File: src/assert_macros.svh
// Assertion macros shared by the RTL.
`ifndef ASSERT_MACROS_SVH
`define ASSERT_MACROS_SVH

// Property holds at every clock edge outside reset.
`define ASSERT_CHK(lbl, prop) \
  lbl: assert property (@(posedge clk_i) disable iff (!rst_ni) (prop)) \
    else $error("assertion failed");

// Antecedent implies consequent on the next edge.
`define ASSERT_NEXT(lbl, ante, cons) \
  lbl: assert property (@(posedge clk_i) disable iff (!rst_ni) (ante) |=> (cons)) \
    else $error("assertion failed");

`endif

File: src/raa_ram.sv
// ----------------------------------------------------------------------------
// raa_ram
// Generic single-port synchronous RAM with registered read.
// ----------------------------------------------------------------------------
module raa_ram #(
  parameter int Width = 8,
  parameter int Depth = 16
) (
  input  logic                     clk_i,
  input  logic                     we_i,
  input  logic [$clog2(Depth)-1:0] addr_i,
  input  logic [Width-1:0]         wdata_i,
  output logic [Width-1:0]         rdata_o
);
  logic [Width-1:0] mem_q [Depth];

  always_ff @(posedge clk_i) begin
    if (we_i) begin
      mem_q[addr_i] <= wdata_i;
    end
    rdata_o <= mem_q[addr_i];
  end
endmodule

File: config.mk
export PLATFORM = sky130hd
export DESIGN_NAME = raa_ram
export DESIGN_NICKNAME = d
export VERILOG_FILES = /design/src/assert_macros.svh /design/src/raa_ram.sv
export SDC_FILE = /design/constraint.sdc
export NUM_CORES = 1
export LEC_CHECK = 0
export ABC_CLOCK_PERIOD_IN_PS = 2800
export BUFFER_PORTS_ARGS = -buffer_cell sky130_fd_sc_hd__buf_2
export CELL_PAD_IN_SITES_DETAIL_PLACEMENT = 1
export CELL_PAD_IN_SITES_GLOBAL_PLACEMENT = 1
export CORE_ASPECT_RATIO = 1.25
export CORE_MARGIN = 2
export CORE_UTILIZATION = 55
export CTS_CLUSTER_SIZE = 12
export DETAILED_ROUTE_END_ITERATION = 7
export GPL_ROUTABILITY_DRIVEN = 0
export PLACE_DENSITY = 0.86
export SLEW_MARGIN = 20
export SYNTH_ARGS = -nofsm -noshare
export SYNTH_HDL_FRONTEND = slang
export SYNTH_SLANG_ARGS = --single-unit
File: constraint.sdc
create_clock -name clk_i -period 2.8 [get_ports clk_i]
set_input_delay 0.28 -clock clk_i [delete_from_list [all_inputs] [get_ports clk_i]]
set_output_delay 0.28 -clock clk_i [all_outputs]
set_load 0.1 [all_outputs]
==> summary.md <==
| Metric | Value |
|---|---|
| Root Driver | `clkbuf_16` |
| Critical path class | `primary input to register` |
| Vias post-DR | `2517` |
| Aggregate global-route resource usage | `26.2%` |
| Fin crit period | `1760 ps` |
| Vias per cell | `6.09` |
| Initial Utilization | `56.1%` |
| Setup Slack @ Placement | `528 ps` |
| Synthesized cell area | `5070 um2` |
| Antenna-violating nets left | `0` |
| DRT Pass-1 Iters | `4` |
| Critical path required time | `3100 ps` |
| # IOs | `22` |
| CTS H-tree lvls | `4` |
| Gr ovfl total | `0` |
| DIE AREA | `10000 um2` |
| Mux contribution to synthesized area | `14.2%` |
| Hold Buf Count CTS | `0` |
| Multi-input gate area | `1010 um2` |
| Setup bufs post-CTS | `0` |
| Relative slew slack | `48.7%` |
| Die Y | `111 um` |
| Delay-heaviest family, CP | `buffers and inverters` |
| Worst clock skew | `8.43 ps` |
| Sequential cell area | `4000 um2` |
| #FFs+latches synth | `136` |
| Longest Clk Path Bufs | `2` |
| Core area | `9030 um2` |
| Fmax | `567 MHz` |
| Largest family of logic cells by synthesized area | `multiplexers` |
| CTS tree | `yes` |
| CP arrival | `2060 ps` |
| Syn Nets | `244` |
| Max-slew violation count | `0` |
| Proportion of layout cells with a drive suffix above 1 | `35.2%` |
| WL final | `11800 um` |
| Synthesized instance count | `230` |
| Max VDD drop | `547 uV` |
| Initial detailed-routing violation count | `326` |
| Fin nets | `291` |
| Startpoint Class | `primary input` |
| DPL Wire Length | `7050 um` |
| Final WS setup | `1040 ps` |
| Cell variety after synth | `18` |
| Area Growth Syn to Fin | `19.2%` |
| Final period utilization | `63.0%` |
| Worst-Skew Late Latency | `410 ps` |
| CP max FO | `20` |
| Synth Area in Compound Gates | `2.37%` |
| Initial antenna violation count | `0` |
| Antenna fix cells | `0` |
| Buf/Inv on CP | `2` |
| Wire length per cell | `28.6 um` |
| Adder-cell share of the synthesized area | `0%` |
| Clk pin slew, worst setup/hold paths | `60 ps` |
| # rows | `39` |
| Final setup TNS | `0 ps` |
| Slowest Stage Delay on Critical Path | `540 ps` |
| PortBufs | `21` |
| CTS buffer count | `17` |
| MaxCap Viol Count | `0` |
| RSZ-0062 raised after global routing | `false` |
| Seq/Total Area, Yosys | `79.0%` |
| Fillers | `712` |
| Status | `finished, final reports clean` |
| Final Hold Fails | `0` |
| Crit end category | `register` |
| Residual DRC | `0` |
| Synth Area in Simple Gates | `3.21%` |
| Mapped Avg Cell Area | `22.0 um2` |
| Pleak | `0.00203 uW` |
| YS warnings | `0` |
| Synth Area in XOR/XNOR | `0%` |
| Die X | `89.9 um` |
| # setup viols final | `0` |
| Crit-path cells | `buf_2 > buf_4 > mux4_2 > a22oi_1 > nand2_1` |
| Post-cts sizing count | `0` |
| First-pass GRT wire length | `18300 um` |
| Number of global-route vias before repair | `2871` |
| Tightest Pin Transition | `767 ps` |
| Largest net degree at the start of global routing | `39` |
| Worst hold path type | `primary input to register` |
| Clock sink count | `136` |
| Slowest CP cell | `mux4_2` |
| Cell Pwr Density | `814 nW/um2` |
report_power, final:
group	internal, uW	switching [uW]
Sequential	2280	17.8
Clock	1520	786
Combinational	89.6	228
registers in the layout, indices dropped and copies added, names as in the netlist:
name	flops
rdata_o	8
mem_q	128
routing by layer:
layer	share of wire [%]	vias up	routed length [um]	GRT usage (%)
li1	-	1053	-	-
met1	38	1331	4490	32.5
met2	54	112	6380	43.6
met3	5.6	21	656	6.32
met4	2.4	0	289	13.0
met5	0	-	0	0
through the flow:
| stage | instance area [um2] | instances | hold WS, ps | util, % | total power, uW |
|---|---|---|---|---|---|
| floorplan | 5070 | 230 | 379 | - | 2540 |
| global placement | 5410 | 381 | 652 | 60.0 | 2630 |
| detailed placement | 5410 | 381 | 677 | 60.0 | 2650 |
| CTS | 6030 | 413 | 239 | 66.8 | 4950 |
| global route | 6040 | 413 | 266 | 66.9 | 5040 |
| finish | 6040 | 413 | 259 | 66.9 | 4910 |
layout make-up:
type,count,share of cell area (%)
clock inverter,7,1.89
timing repair buffer,39,4.19
tap,123,2.55
clock buffer,25,8.37
sequential,136,66.3
multi-input combinational,83,16.7
final timing paths:
kind	start	to	cells past startpoint	slack, ps
worst min-delay path	wdata_i[5]	mem_q[14][5]$_DFFE_PP_	1	260
worst max-delay path	addr_i[0]	rdata_o[4]$_DFF_P_	5	1040
worst min register to register	mem_q[14][2]$_DFFE_PP_	rdata_o[2]$_DFF_P_	3	700
worst max register to register	mem_q[0][4]$_DFFE_PP_	rdata_o[4]$_DFF_P_	3	1380
layout by cell type, fill, tap and decap left out:
| cell | count |
|---|---|
| edfxtp_1 | 128 |
| mux4_2 | 32 |
| buf_2 | 21 |
| clkbuf_16 | 17 |
| buf_4 | 17 |
| a22oi_1 | 16 |
| nor2_1 | 13 |
| nand2_1 | 9 |
| dfxtp_1 | 8 |
| clkbuf_8 | 5 |
| nor3_1 | 3 |
| clkinv_2 | 3 |
| clkbuf_1 | 3 |
| bufinv_16 | 3 |
| nor2b_1 | 2 |
| nand3b_1 | 2 |
| nand2b_1 | 2 |
| and2_1 | 1 |
| nand3_1 | 1 |
| or3b_2 | 1 |
| nor3_2 | 1 |
| clkinv_4 | 1 |
| buf_12 | 1 |
cells in the mapped netlist:
| cell | instances | area (um2) |
|---|---|---|
| nor3_1 | 4 | 20.0 |
| nand3b_1 | 2 | 15.0 |
| nand2_1 | 9 | 33.8 |
| dfxtp_1 | 8 | 160 |
| and2_1 | 1 | 6.26 |
| buf_1 | 4 | 15.0 |
| nor2_1 | 13 | 48.8 |
| clkbuf_1 | 2 | 7.51 |
| clkbuf_2 | 1 | 5.00 |
| a22oi_1 | 16 | 120 |
| or3b_2 | 1 | 8.76 |
| edfxtp_1 | 128 | 3840 |
| nand2b_1 | 2 | 12.5 |
| buf_6 | 2 | 22.5 |
| nor2b_1 | 2 | 12.5 |
| buf_2 | 2 | 10.0 |
| nand3_1 | 1 | 5.00 |
| mux4_2 | 32 | 721 |
logic make-up after synthesis:
logic type,count (synthesis)
buf+inv,11
compound gates,16
mux,32
flops,136
simple gates,35
Power figures use the tool's default switching activity.
